<file path="config.mk">
export PLATFORM = sky130hd
export DESIGN_NAME = smbct_update
export DESIGN_NICKNAME = d
export VERILOG_FILES = /design/src/smbct_pkg.sv /design/src/smbct_update.sv
export SDC_FILE = /design/constraint.sdc
export NUM_CORES = 1
export LEC_CHECK = 0
export ABC_AREA = 1
export BUFFER_PORTS_ARGS = -buffer_cell sky130_fd_sc_hd__clkbuf_2
export CORE_ASPECT_RATIO = 2
export CORE_UTILIZATION = 44
export DETAILED_ROUTE_END_ITERATION = 10
export PLACE_DENSITY = 0.72
export SKIP_CTS_REPAIR_TIMING = 1
export SYNTH_ARGS = -nofsm -noshare
export SYNTH_HDL_FRONTEND = slang
export SYNTH_SLANG_ARGS = --single-unit
export TNS_END_PERCENT = 10
</file>
<file path="constraint.sdc">
create_clock -name aclk -period 9.15 [get_ports aclk]
set_input_delay 1.83 -clock aclk [delete_from_list [all_inputs] [get_ports aclk]]
set_output_delay 1.83 -clock aclk [all_outputs]
set_load 0.005 [all_outputs]
</file>
<file path="src/smbct_pkg.sv">
// ----------------------------------------------------------------------------
// smbct_pkg
// Shared types, sizes and helpers for the streaming mode-by-count block.
// ----------------------------------------------------------------------------
package smbct_pkg;

    // Data set and count sizing
    localparam int VALUE_COUNT  = 1024;
    localparam int COUNT_BITS   = 16;
    localparam int ADDR_W       = $clog2(VALUE_COUNT);
    localparam int VALUE_W      = 10;
    localparam int MODE_COUNT_W = 16;

    // Set tag kept with every count entry; a mismatching tag reads as zero
    localparam int EPOCH_W = 8;
    localparam int ENTRY_W = EPOCH_W + COUNT_BITS;

    typedef logic [COUNT_BITS-1:0] count_t;
    typedef logic [ADDR_W-1:0]     addr_t;
    typedef logic [EPOCH_W-1:0]    epoch_t;
    typedef logic [VALUE_W-1:0]    value_t;

    typedef struct packed {
        epoch_t epoch;
        count_t count;
    } entry_t;

    typedef struct packed {
        value_t value;
        logic   last;
    } in_item_t;

    typedef struct packed {
        value_t                  mode_value;
        logic [MODE_COUNT_W-1:0] mode_count;
    } out_item_t;

    // Set tag and sweep status handed from the tag control to the datapath
    typedef struct packed {
        epoch_t epoch;
        logic   clearing;
        addr_t  clr_addr;
    } epoch_ctl_t;

    function automatic addr_t value_index(value_t v);
        return ADDR_W'(v);
    endfunction

    function automatic logic value_in_range(value_t v);
        return (32'(v) < 32'(VALUE_COUNT));
    endfunction

endpackage

</file>
<file path="src/smbct_update.sv">
// ----------------------------------------------------------------------------
// smbct_update
// Count increment with saturation and running best value tracking.
// ----------------------------------------------------------------------------
module smbct_update (
    input  logic                  aclk,
    input  logic                  aresetn,
    input  smbct_pkg::value_t     value,
    input  logic                  in_range,
    input  logic                  fire,
    input  logic                  last,
    input  smbct_pkg::entry_t     raw_entry,
    input  smbct_pkg::epoch_t     epoch,
    output smbct_pkg::entry_t     wr_entry,
    output smbct_pkg::out_item_t  result
);

    smbct_pkg::count_t best_count_reg;
    smbct_pkg::value_t best_value_reg;
    smbct_pkg::count_t best_count_next;
    smbct_pkg::value_t best_value_next;
    smbct_pkg::count_t cur_count;
    smbct_pkg::count_t inc_count;

    // Entries from an older set read as zero; saturate at the top
    always_comb begin
        cur_count = (raw_entry.epoch == epoch) ? raw_entry.count : '0;
        inc_count = (&cur_count) ? cur_count : cur_count + 1'b1;
    end

    assign wr_entry.epoch = epoch;
    assign wr_entry.count = inc_count;

    // Take a new best only on a strictly larger count
    always_comb begin
        best_count_next = best_count_reg;
        best_value_next = best_value_reg;
        if (in_range && (inc_count > best_count_reg)) begin
            best_count_next = inc_count;
            best_value_next = value;
        end
    end

    assign result.mode_value = best_value_next;
    assign result.mode_count = smbct_pkg::MODE_COUNT_W'(best_count_next);

    // Hold best across the set, drop it after the last transfer
    always_ff @(posedge aclk) begin
        if (!aresetn) begin
            best_count_reg <= '0;
            best_value_reg <= '0;
        end else if (fire) begin
            if (last) begin
                best_count_reg <= '0;
                best_value_reg <= '0;
            end else begin
                best_count_reg <= best_count_next;
                best_value_reg <= best_value_next;
            end
        end
    end

endmodule

</file>
==> impl_metrics.json, run 1 <==
{
  "dieHeight_um": 116,
  "finalHoldViolCount": 0,
  "wl_um": 7740,
  "htreeDepth": 1,
  "async_flop_share_pct": 0,
  "min_to": "best_value_reg[8]",
  "tns_ps": 0,
  "die_w_um": 59.1,
  "utilization_pct": 54.6,
  "grt.total_usage_pct": 24.7,
  "io_pins": 97,
  "nets": 633,
  "dp_hpwl_um": 6610,
  "dieArea_um2": 6870,
  "yosys.cell_count.top_type": "nand2_1",
  "grt_pass1_vias": 3085,
  "drcViolationCount": 0,
  "drive_above_1_share_pct": 25.4,
  "crit_path_max_fanout": 23,
  "synth_cell_type_count": 36,
  "synth_top_area_share_pct": 24.4,
  "clkLatencyLatePin_ps": 260,
  "num_antenna_cells": 0,
  "synth_commonest_cells": "187 x nand2_1, 60 x inv_1, 39 x nand3_1",
  "power_density_nw_per_um2": 120,
  "arrival_ps": 6400,
  "worstHoldStart": "best_value_reg[8]",
  "routabilityCongestion": 0.974,
  "drtAntennaViolNets": 0,
  "grt_max_degree": 28,
  "syn-cell-area_um2": 2870,
  "reg2reg_to": "best_count_reg[9]",
  "synth-edff-count": 0,
  "end_kind": "output port",
  "slew_violations": 0,
  "period_needed_ps": 8230,
  "cts_tree": "yes",
  "r2r_start": "best_count_reg[3]",
  "start_util_pct": 45.5,
  "rsz0062_at_grt": "no",
  "yosysSeqAreaShare_pct": 18.1,
  "vias": 3206,
  "via_per_inst": 4.90,
  "crit_path_frequent_cell": "nand2_1",
  "final_area_um2": 3450,
  "grt_pass1_wl_um": 13200,
  "dpl_cell_area_um2": 3340,
  "fin_crit_sh_pct": 90.0,
  "worstSetupPathType": "input port to output port",
  "portBuffers": 96,
  "max_freq_ghz": 0.121,
  "synth_nets": 551,
  "netlist_instances": 487,
  "yosys_warnings": 0,
  "crit_required_ps": 7320,
  "avgSynthCellArea_um2": 5.90,
  "first_pass_iters": 4,
  "pre_cts_ws_ps": 889,
  "clockRootBuffer": "clkbuf_16",
  "worstHoldPathCells": 2,
  "slowest_stage": "nand2_1",
  "antenna_found_initial": 0,
  "status": "completed",
  "finClkSkew_ps": 2.27,
  "drv_cap": 0,
  "synth.area.top_cells": "nand2_1 24%, dfxtp_1 18%, inv_1 7.8%",
  "area_growth_pct": 20.0,
  "hold_class": "flip-flop to flip-flop",
  "relSlewSlack_pct": 48.3,
  "ys_ff_latch": 26,
  "numCtsBuffers": 3,
  "cpPeakStageDelay_ps": 440,
  "start_kind": "input port",
  "p_leak_nw": 1.90,
  "clk_pin_slew_worst_paths_ps": 60,
  "worst-r2r-cell-count": 15,
  "wire_per_inst_um": 11.8,
  "yosys_most_used_dff": "dfxtp_1",
  "clock-sinks": 26,
  "cts.path.max_buffers": 2,
  "core_um2": 6310,
  "grt_overflow_total": 0,
  "rows": 41,
  "vdd_drop_max_mv": 0.0639,
  "r2r_slack_ps": 6650,
  "drt-initial-drc-count": 128,
  "setup_viol": 0,
  "largest_reg_flops": 16,
  "synth_top_area_cell": "nand2_1",
  "worst_slew_pin_slew_ps": 771,
  "fin_ws_ps": 918
}
==> worst max-delay path: cells and delay by family <==
family                     cells  cell delay [ps]
buffers and inverters          9             1300
adders and majority gates      2              520
and+or+nand+nor               15             2130
AOI/OAI and AO/OA              4              580
==> routing by layer <==
layer  vias to the layer above  wire length [um]  part of all wire, %  track usage, %
met3                        34               330                  4.3            1.99
met2                       129              4160                   54            47.5
met1                      1362              2790                   36            24.0
met4                         0               459                  5.9            16.0
met5                         -                 0                    0               0
li1                       1681                 -                    -               -
==> cell type report <==
type	instances	area (um2)
timing repair buffer	99	503
inverter	69	259
fill	676	2860
clock inverter	1	30.0
clock buffer	3	75.1
tap	86	108
multi-input combinational	370	1950
sequential	26	520
==> report_power, final <==
group	total, W	leakage (nW)	switching (W)	internal [W]
clock	0.000127	0.0511	0.0000404	0.0000871
combinational	0.000165	1.64	0.0000972	0.0000678
sequential	0.000122	0.210	0.00000279	0.000119
==> per-stage QoR <==
stage | std cells | hold slack [ps] | power, W
CTS | 654 | 466 | 0.000420
floorplan | 487 | 444 | 0.000232
finish | 654 | 465 | 0.000414
global route | 654 | 489 | 0.000446
detailed placement | 650 | 456 | 0.000291
global placement | 650 | 451 | 0.000289
==> how the worst max path moves through the flow <==
stage / start / to / slack [ps] / cells after the start
final: epoch[5] / result[10] / 920 / 30
after global routing: epoch[5] / result[9] / 400 / 31
after CTS: epoch[5] / result[10] / 880 / 30
after detailed placement: epoch[5] / result[10] / 890 / 30
after global placement: epoch[5] / result[10] / 1020 / 30
after floorplan: raw_entry[21] / result[12] / 2180 / 28
==> placed cells by master (no fill, tap or decap), types with 4 or more instances in the layout <==
cell type    n
a21oi_1     32
and2_1      11
clkbuf_2    96
dfxtp_1     26
ha_1        17
inv_1       60
inv_2        7
nand2_1    187
nand2_2      4
nand3_1     39
nand3_2     10
nand4_1      5
nor2_1      23
nor2_2       5
nor2_4       5
o21ai_0      4
xor2_1       5
==> cells by family after synthesis <==
| logic type | Yosys count | synth area share (%) |
|---|---|---|
| compound gates | 45 | 8.76 |
| xor+xnor | 8 | 2.44 |
| fa+ha+maj | 17 | 7.41 |
| buf+inv | 91 | 13.9 |
| flops | 26 | 18.1 |
| simple gates | 300 | 49.3 |
Note: power is estimated with default switching activity, not from simulation.
==> inputs of run 2 (changes only) <==
ABC_AREA = default   (was 1)
PLACE_DENSITY = 0.75   (was 0.72)
clock period = 8.9 ns   (was 9.15 ns; I/O delays follow)
==> run 2 against run 1 <==
Compared with the run above:
- global-route usage increased by 1.7 points
- synthesized cell count shrank 33%
- largest power group is now registers
- sequential share of layout area up 2.5 points
- final area down 14%
- worst setup slack got worse by 73 ps
- routed wire length is 9.7% lower
- first-iteration DRC count shrank 49%
==> impl_metrics.json, run 2 <==
{
  "numCtsBuffers": 3,
  "path_cells": "clkbuf_2, xor2_1, nor4_4, and3_2, ha_1, nand3_1, nor4b_2, buf_4, and4_2, nor3_1, xnor2_1, nor2_1, ha_1, a211oi_1, nand2_1, o311a_1, o21ai_2, buf_4, nand2_1, o21ai_0, clkbuf_2",
  "worstSetupPathType": "input port to output port",
  "dieArea_um2": 5730,
  "reg2reg_to": "best_count_reg[4]",
  "setup_viol": 0,
  "yosys_most_used_dff": "dfxtp_1",
  "pre_cts_ws_ps": 876,
  "finalHoldViolCount": 0,
  "hold_class": "flip-flop to flip-flop",
  "wl_um": 6990,
  "cts.path.max_buffers": 2,
  "status": "completed",
  "syn-cell-area_um2": 2380,
  "cpPeakStageDelay_ps": 430,
  "drive_above_1_share_pct": 31.1,
  "clkLatencyLatePin_ps": 280,
  "grt_overflow_total": 0,
  "ys_ff_latch": 26,
  "slowest_stage": "o21ai_2",
  "drtAntennaViolNets": 0,
  "tns_ps": 0,
  "nFillCells": 538,
  "clock-sinks": 26,
  "start_kind": "input port",
  "cts_tree": "yes",
  "most-common-layout-cells": "96 x clkbuf_2, 63 x nand2_1, 26 x dfxtp_1, 25 x inv_1, 23 x o21ai_0",
  "dp_hpwl_um": 5740,
  "largest_reg_flops": 16,
  "rows": 37,
  "via_per_inst": 5.70,
  "core_um2": 5180,
  "clockRootBuffer": "clkbuf_8",
  "drt-initial-drc-count": 65,
  "yosysSeqAreaShare_pct": 21.9,
  "portBuffers": 96,
  "max_freq_ghz": 0.124,
  "fin_ws_ps": 845,
  "nets": 477,
  "yosys_warnings": 0,
  "synth_nets": 392,
  "grt.total_usage_pct": 26.4,
  "routabilityCongestion": 0.939,
  "crit_path_max_fanout": 12,
  "io_pins": 97,
  "crit_required_ps": 7120,
  "relSlewSlack_pct": 61.4,
  "num_antenna_cells": 0,
  "vdd_drop_max_mv": 0.117,
  "dieHeight_um": 106,
  "yosys.cell_count.top_type": "nand2_1",
  "vias": 2681,
  "start_util_pct": 45.9,
  "rsz0062_at_grt": "no",
  "grt_max_degree": 29,
  "first_pass_iters": 4,
  "r2r_start": "best_count_reg[11]",
  "htreeDepth": 1,
  "arrival_ps": 6280,
  "synth.area.top_cells": "dfxtp_1 22%, nand2_1 9.9%, ha_1 8.9%",
  "drcViolationCount": 0,
  "avgSynthCellArea_um2": 7.26,
  "worst_slew_pin_slew_ps": 574,
  "clk_pin_slew_worst_paths_ps": 100,
  "grt_pass1_vias": 2555,
  "synth_top_area_share_pct": 21.9,
  "synth_commonest_cells": "63 x nand2_1, 26 x dfxtp_1, 25 x inv_1",
  "drv_cap": 0,
  "period_needed_ps": 8060,
  "async_flop_share_pct": 0,
  "grt_pass1_wl_um": 11500,
  "antenna_found_initial": 0,
  "wire_per_inst_um": 14.9,
  "worstSetupEndpoint": "result[6]",
  "die_w_um": 54.0,
  "worst-r2r-cell-count": 8,
  "crit_start": "epoch[7]",
  "end_kind": "output port",
  "synth_top_area_cell": "dfxtp_1",
  "finClkSkew_ps": 13.1,
  "layout_commonest_cell": "clkbuf_2",
  "synth_cell_type_count": 50,
  "synth-edff-count": 0,
  "p_leak_nw": 1.39,
  "fin_crit_sh_pct": 90.5,
  "power_density_nw_per_um2": 97.1,
  "area_growth_pct": 24.3,
  "slew_violations": 0,
  "r2r_slack_ps": 6420,
  "netlist_instances": 328
}
## run 2: changes by cell type in the layout (fill, tap and decap cells not counted), sizes merged, moves of 4 or more
cell    delta
nor2      -21
inv       -42
a32oi     +14
nor2b     +16
nand3     -37
nand2    -128
a21oi     -28
xor2       +5
o21ai     +19
o31ai      +7
nor3       +4
a21boi     +4
buf        +6
and2       -8
## run 2: where the power goes
| group | total (W) | switching, W | internal, W |
|---|---|---|---|
| logic | 0.0000681 | 0.0000412 | 0.0000269 |
| registers | 0.000119 | 0.000000847 | 0.000118 |
| clock network | 0.000100 | 0.0000403 | 0.0000602 |
| total | 0.000287 | 0.0000823 | 0.000205 |
## run 2: worst min path at each step
stage                                  start                  to  slack, ps  cells past startpoint
after CTS                  best_count_reg[3]   best_count_reg[3]        500                      2
after global placement     best_count_reg[2]   best_count_reg[2]        470                      2
after floorplan           best_count_reg[14]  best_count_reg[14]        450                      2
final                      best_count_reg[2]   best_count_reg[2]        490                      2
after global routing       best_count_reg[2]   best_count_reg[2]        530                      2
after detailed placement   best_count_reg[3]   best_count_reg[3]        480                      2
## run 2: per-layer routing
layer	track usage, %	part of all wire, %	wire length [um]	vias to the layer above
li1	-	-	-	1321
met1	27.9	37	2580	1238
met2	46.4	53	3700	89
met3	3.43	4.3	298	33
met4	15.2	5.9	416	0
met5	0	0	0	-
## run 2: cells by family after synthesis
| logic type | share of synthesized area, % |
|---|---|
| flip-flops | 21.9 |
| XOR/XNOR | 5.15 |
| adder cells (fa/ha/maj) | 8.93 |
| buffers and inverters | 9.14 |
| AO/OA/AOI/OAI | 21.7 |
| AND/OR/NAND/NOR | 31.8 |
| multiplexers | 1.42 |
## run 2: layout make-up
cell class	instances	area, um2	share of cell area [%]
clock buffer	3	41.3	1.40
clock inverter	1	30.0	1.01
inverter	25	93.8	3.17
multi-input combinational	252	1650	55.9
sequential	26	520	17.6
tap	58	72.6	2.45
timing repair buffer	105	548	18.5
## run 2: worst max-delay path, delay by kind of cell
family                     cells  cell delay [ps]
and+or+nand+nor                9             1730
AOI/OAI and AO/OA              4             1140
xor gates and xnor gates       2              430
buffers and inverters          4              670
adders and majority gates      2              520
## run 2: per-stage QoR
| stage | hold slack, ps | instances | utilization, % | area (um2) | power (W) |
|---|---|---|---|---|---|
| final | 494 | 470 | 57.1 | 2960 | 0.000287 |
| after global routing | 529 | 470 | 57.1 | 2960 | 0.000299 |
| after CTS | 497 | 470 | 57.1 | 2960 | 0.000288 |
| after detailed placement | 481 | 466 | 55.7 | 2890 | 0.000189 |
| after global placement | 470 | 466 | 55.7 | 2890 | 0.000188 |
| after floorplan | 454 | 328 | - | 2380 | 0.000159 |
