==> src/smbct_pkg.sv <==
// ----------------------------------------------------------------------------
// smbct_pkg
// Shared types, sizes and helpers for the streaming mode-by-count block.
// ----------------------------------------------------------------------------
package smbct_pkg;

    // Data set and count sizing
    localparam int VALUE_COUNT  = 1024;
    localparam int COUNT_BITS   = 16;
    localparam int ADDR_W       = $clog2(VALUE_COUNT);
    localparam int VALUE_W      = 10;
    localparam int MODE_COUNT_W = 16;

    // Set tag kept with every count entry; a mismatching tag reads as zero
    localparam int EPOCH_W = 8;
    localparam int ENTRY_W = EPOCH_W + COUNT_BITS;

    typedef logic [COUNT_BITS-1:0] count_t;
    typedef logic [ADDR_W-1:0]     addr_t;
    typedef logic [EPOCH_W-1:0]    epoch_t;
    typedef logic [VALUE_W-1:0]    value_t;

    typedef struct packed {
        epoch_t epoch;
        count_t count;
    } entry_t;

    typedef struct packed {
        value_t value;
        logic   last;
    } in_item_t;

    typedef struct packed {
        value_t                  mode_value;
        logic [MODE_COUNT_W-1:0] mode_count;
    } out_item_t;

    // Set tag and sweep status handed from the tag control to the datapath
    typedef struct packed {
        epoch_t epoch;
        logic   clearing;
        addr_t  clr_addr;
    } epoch_ctl_t;

    function automatic addr_t value_index(value_t v);
        return ADDR_W'(v);
    endfunction

    function automatic logic value_in_range(value_t v);
        return (32'(v) < 32'(VALUE_COUNT));
    endfunction

endpackage

==> src/smbct_epoch_ctrl.sv <==
// ----------------------------------------------------------------------------
// smbct_epoch_ctrl
// Set tag counter and clearing sweep over the count memory.
// ----------------------------------------------------------------------------
module smbct_epoch_ctrl (
    input  logic                  aclk,
    input  logic                  aresetn,
    input  logic                  set_done,
    output smbct_pkg::epoch_ctl_t ctl
);

    smbct_pkg::epoch_t epoch_reg;
    logic              clearing_reg;
    smbct_pkg::addr_t  clr_addr_reg;

    // Advance the tag per finished set; sweep after reset and on tag wrap
    always_ff @(posedge aclk) begin
        if (!aresetn) begin
            epoch_reg    <= '0;
            clearing_reg <= 1'b1;
            clr_addr_reg <= '0;
        end else if (clearing_reg) begin
            clr_addr_reg <= clr_addr_reg + 1'b1;
            if (clr_addr_reg == smbct_pkg::ADDR_W'(smbct_pkg::VALUE_COUNT - 1)) begin
                clearing_reg <= 1'b0;
                clr_addr_reg <= '0;
            end
        end else if (set_done) begin
            epoch_reg <= epoch_reg + 1'b1;
            if (&epoch_reg) begin
                clearing_reg <= 1'b1;
            end
        end
    end

    assign ctl.epoch    = epoch_reg;
    assign ctl.clearing = clearing_reg;
    assign ctl.clr_addr = clr_addr_reg;

endmodule

==> config.mk <==
export PLATFORM = sky130hd
export DESIGN_NAME = smbct_epoch_ctrl
export DESIGN_NICKNAME = d
export VERILOG_FILES = /design/src/smbct_pkg.sv /design/src/smbct_epoch_ctrl.sv
export SDC_FILE = /design/constraint.sdc
export NUM_CORES = 1
export LEC_CHECK = 0
export ABC_AREA = 1
export BUFFER_PORTS_ARGS = -buffer_cell sky130_fd_sc_hd__buf_2
export CORE_ASPECT_RATIO = 0.9
export CORE_MARGIN = 1
export CORE_UTILIZATION = 45
export CTS_CLUSTER_DIAMETER = 150
export DETAILED_ROUTE_END_ITERATION = 10
export GPL_TIMING_DRIVEN = 0
export HOLD_SLACK_MARGIN = 0.12
export PLACE_DENSITY = 0.74
export SLEW_MARGIN = 20
export SYNTH_ARGS = -nofsm -noshare
export SYNTH_HDL_FRONTEND = slang
export SYNTH_SLANG_ARGS = --single-unit
export TNS_END_PERCENT = 1
==> constraint.sdc <==
create_clock -name aclk -period 1.5 [get_ports aclk]
set_input_delay 0 -clock aclk [delete_from_list [all_inputs] [get_ports aclk]]
set_output_delay 0 -clock aclk [all_outputs]
set_load 0.02 [all_outputs]
==> results of run 1 <==
[repair_timing]
| item | 4_1_cts | 5_1_grt |
|---|---|---|
| hold buffers | 2 | 0 |
| setup endpoints to repair | 0 | 3 |
| resized for setup | 0 | 1 |
| hold endpoints to repair | 6 | 0 |
[per-stage QoR]
stage / util [%] / instance area (µm²) / setup TNS [ps] / hold WS (ps) / worst slack [ps]
2_1_floorplan: - / 911 / 0 / 195 / 142
3_3_place_gp: 54.7 / 1050 / 0 / 348 / 176
3_5_place_dp: 54.7 / 1050 / 0 / 363 / 139
4_1_cts: 57.1 / 1090 / 0 / 505 / 125
5_1_grt: 57.4 / 1100 / -13.3 / 524 / -13.3
6_report: 57.4 / 1100 / 0 / 501 / 150
[worst max-delay path by stage]
stage | endpoint | cells past startpoint | startpoint
5_1_grt | clearing_reg | 6 | clr_addr_reg[0]
2_1_floorplan | clr_addr_reg[8] | 6 | clr_addr_reg[1]
4_1_cts | clearing_reg | 6 | clr_addr_reg[0]
6_report | clr_addr_reg[8] | 6 | clr_addr_reg[0]
3_5_place_dp | clearing_reg | 6 | clr_addr_reg[1]
3_3_place_gp | clr_addr_reg[8] | 6 | clr_addr_reg[0]
[kinds of logic after synthesis]
family                     Yosys count
AOI/OAI and AO/OA                   18
xor gates and xnor gates             4
adders and majority gates            2
buffers and inverters               18
DFF                                 19
and+or+nand+nor                     66
[synth_stat cells]
cell / n / area (µm²)
o21ai_1: 1 / 5.00
nand4_1: 4 / 25.0
a31oi_1: 1 / 6.26
o21bai_1: 1 / 7.51
buf_4: 1 / 7.51
a211oi_1: 1 / 7.51
nor2_1: 17 / 63.8
nand3_1: 11 / 55.1
nor2_4: 2 / 22.5
xnor2_1: 1 / 8.76
nor2_2: 3 / 18.8
dfxtp_1: 19 / 380
inv_1: 15 / 56.3
ha_1: 2 / 25.0
xor2_1: 3 / 26.3
buf_2: 1 / 5.00
nand2_1: 27 / 101
o21a_1: 1 / 7.51
o21ai_0: 4 / 20.0
nand2_2: 2 / 12.5
a21oi_1: 9 / 45.0
clkbuf_1: 1 / 3.75
[power groups by stage]
stage / Sequential, µW / Clock [µW] / Combinational (µW)
after floorplan: 539 / 0 / 25.4
after global placement: 530 / 0 / 49.0
after detailed placement: 531 / 0 / 51.0
after CTS: 519 / 273 / 55.2
after global routing: 521 / 289 / 61.1
final: 519 / 267 / 54.6
[worst min-delay path, delay by kind of cell (launching register included)]
| kind | cells | cell delay, ps |
|---|---|---|
| flip-flops | 1 | 350 |
| buffers and inverters | 1 | 70 |
| AO/OA/AOI/OAI | 1 | 50 |
[layer usage]
layer  vias up  global-route usage (%)  routed length [µm]
met5         -                       0                   0
met4         0                    5.14                  13
met3         2                    6.53                 100
met2        23                    34.0                 898
met1       386                    20.8                 869
li1        465                       -                   -
[area by class of cell]
cell class                 count  area, µm²  area share [%]
tap                           25       31.3            2.85
clock buffer                   4       26.3            2.39
buffer                         3       16.3            1.48
timing repair buffer          23        125            11.4
sequential                    19        380            34.6
multi-input combinational     90        463            42.1
inverter                      15       56.3            5.13
==> results.cfg, run 1 <==
[synthesis]
synth_top_family_by_area = simple AND/OR/NAND/NOR gates
synth_xor_area_share_pct = 3.85
synthDistinctLibCells = 22
yosysSeqAreaShare_pct = 41.8
synth_compound_area_share_pct = 10.9
syn_inst = 127
synth_seq_cells = 19
muxShareOfSynthArea_pct = 0
synth-simple-area-share_pct = 32.8
yosysWarnings = 0
synth_area_um2 = 911
synthAdderAreaFrac_pct = 2.75
postSynthAreaPerCell_um2 = 7.17
syn_nets = 132

[power]
p_sw_share_pct = 24.3
p_comb_share_pct = 6.5
p_seq_share_pct = 61.7
totalPowerFinal_uw = 841
p_switching_uw = 204
p_leak_uw = 0.000510
peakVddDrop_v = 0.000504
p_int_uw = 637
p_per_area_nw_per_um2 = 766
p_clk_share_pct = 31.8

[finish]
nets = 160
syn_to_final_growth_pct = 20.6
layout.cells.non_filler = 179
fillerInstances = 211
drive_gt1_share_pct = 21.4
layout_commonest_cell = nand2_1
largest_register_ffs = 10
layout_common_cells = nand2_1, buf_2, dfxtp_1
diodes = 0

[flow_run]
cap_violations = 0

[global_route]
grt_pass1_wl_um = 3050
grt_max_degree = 11
grt_overflow = 0
grt_pass1_vias = 751
grt_use_total_pct = 18.6
antenna_found_initial = 0

[sta]
tightest_slew_ps = 427
drv_slew = 0
period_minus_slack_ps = 1350
fin_skew_ps = 5.59
fmax_ghz = 0.741
setup_viol = 0
relSlewSlack_pct = 71.5
fin_crit_sh_pct = 90.0
hold_viol = 0

[worst_setup_path]
critPathSlowestCell = dfxtp_1
cp.required_ps = 1700
crit_fanout = 6
timing.rr.end = clr_addr_reg[8]
cp_cell_sequence = ha_1, nand2_1, nor2_4, nand3_1, o21ai_0, a21oi_1
reg2reg_slack_ps = 150
rr_worst_depth = 6
cp_num_buf_inv = 0
worstSetupEndpointType = flip-flop
critPathMaxStageDelay_ps = 400
crit_type = reg -> reg
start_kind = flip-flop
r2r-start = clr_addr_reg[0]
cp_top_family = simple AND/OR/NAND/NOR gates
cp.arrival_ps = 1550

[floorplan]
die_y_um = 44.7
dieArea_um2 = 2210
start_util_pct = 47.6
num_rows = 15
ios = 22
core_um2 = 1910
die_w_um = 49.4

[detailed_routing]
wl_um = 1880
drtAntennaViolNets = 0
drt_first_iter_violations = 10
route.detailed.drc = 0
first_pass_iters = 4
vias_per_cell = 4.89
wl_per_cell_um = 10.5
dr_total_vias = 876

[clock_tree]
h-tree-depth = 1
clock_latency_ps = 300
clock-sinks = 19
cts_buffers = 3
clock_path_buffers = 2
postCtsSetupRepairBufs = 0
tritoncts = built
cts_root_buf = clkbuf_4
clk_pin_slew_ps = 110

[min_path]
hold_path_class = reg -> reg
hold_path_startpoint = clr_addr_reg[8]
holdPathStages = 2
hold_end = clr_addr_reg[8]

[placement]
gp_congestion = 0.836
dpl.hpwl_um = 1370
port_buffers = 21
place_inst = 173

[status]
status = complete, no violations
Power figures use the tool's default switching activity.
==> inputs of run 2 (changes only) <==
--- a/config.mk
+++ b/config.mk
@@ -5,7 +5,6 @@
 export SDC_FILE = /design/constraint.sdc
 export NUM_CORES = 1
 export LEC_CHECK = 0
-export ABC_AREA = 1
 export BUFFER_PORTS_ARGS = -buffer_cell sky130_fd_sc_hd__buf_2
 export CORE_ASPECT_RATIO = 0.9
 export CORE_MARGIN = 1
==> run 2 against run 1 <==
Compared with the run above: global-route usage decreased by 1.1 points; critical path type unchanged; hold slack got worse by 0.80 ps; flip-flop and latch count unchanged; critical path depth decreased by 2; fmax decreased by 6.7%; register-to-register slack got worse by 97 ps; routed wire length increased by 4.6%; first-iteration DRC count increased to 2.5 times the previous value; clock power decreased by 3%; non-clock buffer count increased by 3.
==> results.cfg, run 2 <==
[status]
status = complete, no violations

[clock_tree]
h-tree-depth = 1
cts_buffers = 3
clock_path_buffers = 2
clock_latency_ps = 290
clk_pin_slew_ps = 110
cts_root_buf = clkbuf_4
tritoncts = built
clock-sinks = 19

[finish]
drive_gt1_share_pct = 28.2
syn_to_final_growth_pct = 24.1
layout_common_cells = buf_2, dfxtp_1, a21oi_1
diodes = 0
largest_register_ffs = 10
nets = 137
design_area_um2 = 1130
layout_commonest_cell = buf_2
fin_util_pct = 59.0

[worst_setup_path]
cp.required_ps = 1730
cp.arrival_ps = 1670
crit_fanout = 6
start_kind = flip-flop
worstSetupEndpointType = flip-flop
crit_type = reg -> reg

[floorplan]
core_um2 = 1910
dieArea_um2 = 2210
die_y_um = 44.7
ios = 22
start_util_pct = 47.5
num_rows = 15
die_w_um = 49.4

[sta]
fin_crit_sh_pct = 96.4
fin_setup_tns_ps = 0
rsz0062_at_grt = yes
fin_skew_ps = 6.80
relSlewSlack_pct = 70.2
drv_slew = 0
tightest_slew_ps = 443
period_minus_slack_ps = 1450
setup_viol = 0
hold_viol = 0
fmax_ghz = 0.691

[detailed_routing]
drtAntennaViolNets = 0
wl_um = 1970
drt_first_iter_violations = 25
dr_total_vias = 855
wl_per_cell_um = 12.6
route.detailed.drc = 0
first_pass_iters = 4
vias_per_cell = 5.48

[placement]
port_buffers = 20
placed_cell_area_um2 = 1040
dpl.hpwl_um = 1370
gp_congestion = 0.812

[power]
p_leak_uw = 0.000447
peakVddDrop_v = 0.000572
p_per_area_nw_per_um2 = 762

[global_route]
antenna_found_initial = 0
grt_pass1_wl_um = 2880
grt_overflow = 0
grt_pass1_vias = 679
grt_use_total_pct = 17.5
grt_max_degree = 11

[min_path]
hold_path_class = reg -> reg

[flow_run]
cap_violations = 0

[synthesis]
yosysWarnings = 0
yosysSeqAreaShare_pct = 41.8
yosysTopAreaCellShare_pct = 41.8
synth_top_cell_by_area = dfxtp_1
synth_seq_cells = 19
synthDistinctLibCells = 28
synthFlopType = dfxtp_1
ys_top_cells_by_area = dfxtp_1, a21oi_1, or4_1
syn_nets = 108
synth-edff-count = 0
syn_inst = 103
postSynthAreaPerCell_um2 = 8.83
ys_async_sr_fraction_pct = 0
ys_top_cells_by_count = dfxtp_1, a21oi_1, nand3_1
synth_area_um2 = 910
yosysMostFrequentCell = dfxtp_1
[run 2: cell count changes in the layout (fill, tap and decap cells not counted), moves of 3 or more]
cell	before	now
nand2_1	27	6
nor2_1	17	6
inv_1	15	6
or4_1	0	6
nand3_1	11	6
o31ai_1	0	5
or3_1	0	5
dfxtp_1	19	16
dfxtp_2	0	3
nor2_4	3	0
[run 2: kinds of logic (layout without fill, tap and decap cells)]
logic type	after synthesis	after routing	synth area share [%]
AOI/OAI and AO/OA	24	24	15.7
xor gates and xnor gates	5	5	4.81
adders and majority gates	2	2	2.75
buffers and inverters	11	39	6.60
DFF	19	19	41.8
muxes	1	1	1.10
and+or+nand+nor	41	41	27.2
[run 2: critical path: stages, from the launching register on]
cell     delay (ps)
dfxtp_1         490
nand4_1         160
buf_4           180
or4_1           400
a21oi_1         140
[run 2: power by group]
group	internal [µW]	leakage (µW)	switching, µW
Combinational	26.7	0.000277	45.4
Sequential	517	0.000155	13.1
Clock	103	0.0000150	154
Total	647	0.000447	213
[run 2: cell type report]
| type | instances | area [µm²] |
|---|---|---|
| clock buffers | 4 | 26.3 |
| well taps | 25 | 31.3 |
| repair buffers | 24 | 135 |
| multi-input cells | 73 | 492 |
| plain buffers | 5 | 37.5 |
| flip-flops and latches | 19 | 384 |
| inverters | 6 | 22.5 |
| fillers | 180 | 786 |
[run 2: final timing paths]
kind	from	end	slack [ps]	cells past startpoint
setup / recovery	clr_addr_reg[2]	clr_addr_reg[7]	50	4
hold / removal	epoch_reg[7]	epoch_reg[7]	500	2
setup reg to reg	clr_addr_reg[2]	clr_addr_reg[7]	50	4
hold reg to reg	epoch_reg[7]	epoch_reg[7]	500	2
[run 2: repair_timing]
action	CTS	global route
gates resized for setup	2	3
pin swaps	0	2
hold buffers	2	0
setup endpoints to repair	4	5
buffers inserted	0	2
endpoints found under the hold margin	7	0
[run 2: layer usage]
layer / up-vias / GRT usage (%) / part of all wire, %
met2: 19 / 27.4 / 48
met5: - / 0 / 0
met1: 399 / 23.0 / 48
met3: 4 / 4.47 / 3.1
li1: 433 / - / -
met4: 0 / 8.00 / 1.5
[run 2: metrics by stage]
step / std cells / worst slack, ps / hold WS (ps) / total power (µW)
final: 156 / 53.7 / 500 / 860
after global routing: 156 / -32.4 / 533 / 894
after CTS: 154 / 3.99 / 501 / 858
after detailed placement: 148 / -119 / 326 / 604
after global placement: 148 / -101 / 317 / 600
after floorplan: 103 / 56.8 / 231 / 581
==> inputs of run 3 (changes only) <==
--- a/config.mk
+++ b/config.mk
@@ -13,7 +13,9 @@
 export DETAILED_ROUTE_END_ITERATION = 10
 export GPL_TIMING_DRIVEN = 0
 export HOLD_SLACK_MARGIN = 0.12
+export MAX_ROUTING_LAYER = met4
 export PLACE_DENSITY = 0.74
+export SETUP_SLACK_MARGIN = 0.5
 export SLEW_MARGIN = 20
 export SYNTH_ARGS = -nofsm -noshare
 export SYNTH_HDL_FRONTEND = slang
==> run 3 against run 2 <==
Compared with the run above: cell area increased by 6.0%; utilization increased by 3.5 points; largest power group unchanged; global-route usage up 3.1 points; hold slack worse by 370 ps; combinational power is 7.2% higher.
==> results.cfg, run 3 (same netlist as run 2, synthesis figures left out) <==
[worst_setup_path]
critPathMaxStageDelay_ps = 560
critPathSlowestCell = or4_1
worstSetupStartpoint = clr_addr_reg[6]
cp.arrival_ps = 1550
r2r-start = clr_addr_reg[6]
crit_type = reg -> reg
crit_fanout = 6
cp.required_ps = 1690
cp_num_buf_inv = 0
worstSetupEndpointType = flip-flop
cp_top_family = simple AND/OR/NAND/NOR gates
start_kind = flip-flop
cp_cell_sequence = nand4_1, or4_1, o311ai_0

[global_route]
grtUsageMet3_pct = 3.09
met1_usage_pct = 26.5
grt_max_degree = 11
grt_pass1_wl_um = 3280
use_met2_pct = 33.4
grt_use_total_pct = 20.6
antenna_found_initial = 0
grt_pass1_vias = 738
grt_overflow = 0
grt-busiest-layer = met2

[clock_tree]
cts_root_buf = clkbuf_4
tritoncts = built
clk_pin_slew_ps = 110
cts_buffers = 3
clock_latency_ps = 290
clock-sinks = 19
clock_path_buffers = 2
h-tree-depth = 1

[min_path]
hold_path_class = in -> reg
hold_path_startpoint = set_done

[sta]
tightest_slew_ps = 433
rsz0062_at_grt = yes
fin_crit_sh_pct = 91.0
setup_viol = 0
fmax_ghz = 0.733
fin_setup_tns_ps = 0
relSlewSlack_pct = 70.9
drv_slew = 0
fin_skew_ps = 6.02
setup_ws_ps = 135
hold_viol = 0
period_minus_slack_ps = 1360

[finish]
syn_to_final_growth_pct = 31.5
fillerInstances = 195
layout_common_cells = buf_2, a21oi_1, dfxtp_2
largest_register_ffs = 10
layout.cells.non_filler = 160
seqCellArea_um2 = 409
drive_gt1_share_pct = 37.0
multi_input_area_um2 = 502
diodes = 0
design_area_um2 = 1200
nets = 141
layout_commonest_cell = buf_2

[detailed_routing]
wl_per_cell_um = 12.7
vias_per_cell = 5.34
drt_first_iter_violations = 10
route.detailed.drc = 0
dr_total_vias = 854
first_pass_iters = 4
drtAntennaViolNets = 0
wl_um = 2040

[placement]
post-place-ws_ps = 42.6
dpl.hpwl_um = 1450
gp_congestion = 0.745
place_inst = 148
placed_cell_area_um2 = 1100
port_buffers = 20

[power]
peakVddDrop_v = 0.000545
p_leak_uw = 0.000470
p_per_area_nw_per_um2 = 724

[floorplan]
dieArea_um2 = 2210
die_w_um = 49.4
die_y_um = 44.7
num_rows = 15
core_um2 = 1910
start_util_pct = 47.5
ios = 22

[status]
status = complete, no violations

[flow_run]
cap_violations = 0
run 3: changes by cell type in the layout (fill, tap and decap cells not counted):
cell / change
dfxtp_1: -10
dfxtp_2: +5
dfxtp_4: +5
buf_4: +3
dlygate4sd3_1: +1
ha_2: -1
ha_4: +1
run 3: worst min-delay path, delay by kind of cell:
kind | cells | cell delay [ps]
and+or+nand+nor | 2 | 210
buffers and inverters | 1 | 130
AOI/OAI and AO/OA | 1 | 50
run 3: final cells by class:
class                      instances  area share (%)
sequential                        19            34.2
multi-input combinational         73            41.9
inverter                           6            1.88
buffer                             5            3.14
clock buffer                       4            2.20
timing repair buffer              28            14.0
tap                               25            2.62
run 3: stage by stage:
stage	hold slack, ps	util [%]	total power, µW
3_3_place_gp	333	57.5	604
3_5_place_dp	342	57.5	610
6_report	131	62.5	866
4_1_cts	119	62.1	874
5_1_grt	142	62.5	902
2_1_floorplan	231	-	584
run 3: report_power, final:
group          total (µW)  switching (µW)  internal, µW
sequential            527            15.8           512
combinational        77.3            45.7          31.6
clock                 262             158           103
total                 866             220           647
run 3: what timing repair did:
| action | CTS | global route |
|---|---|---|
| gates resized for setup | 1 | 0 |
| cloned | 0 | 0 |
| hold endpoints to repair | 7 | 0 |
| hold buffers | 3 | 0 |
| pin swaps | 3 | 0 |
| setup endpoints to repair | 18 | 19 |
| setup buffers | 4 | 1 |
run 3: path summary, 6_finish.rpt:
| check | end | slack, ps | depth (start not counted) |
|---|---|---|---|
| hold reg to reg | clr_addr_reg[8] | 500 | 2 |
| hold / removal | epoch_reg[5] | 130 | 4 |
| setup / recovery | clr_addr_reg[9] | 140 | 3 |
| setup reg to reg | clr_addr_reg[9] | 140 | 3 |
run 3: layer usage:
| metal | wire length (µm) | up-vias |
|---|---|---|
| met3 | 53 | 2 |
| met1 | 1030 | 396 |
| met5 | 0 | - |
| li1 | - | 443 |
| met2 | 938 | 13 |
| met4 | 12 | 0 |
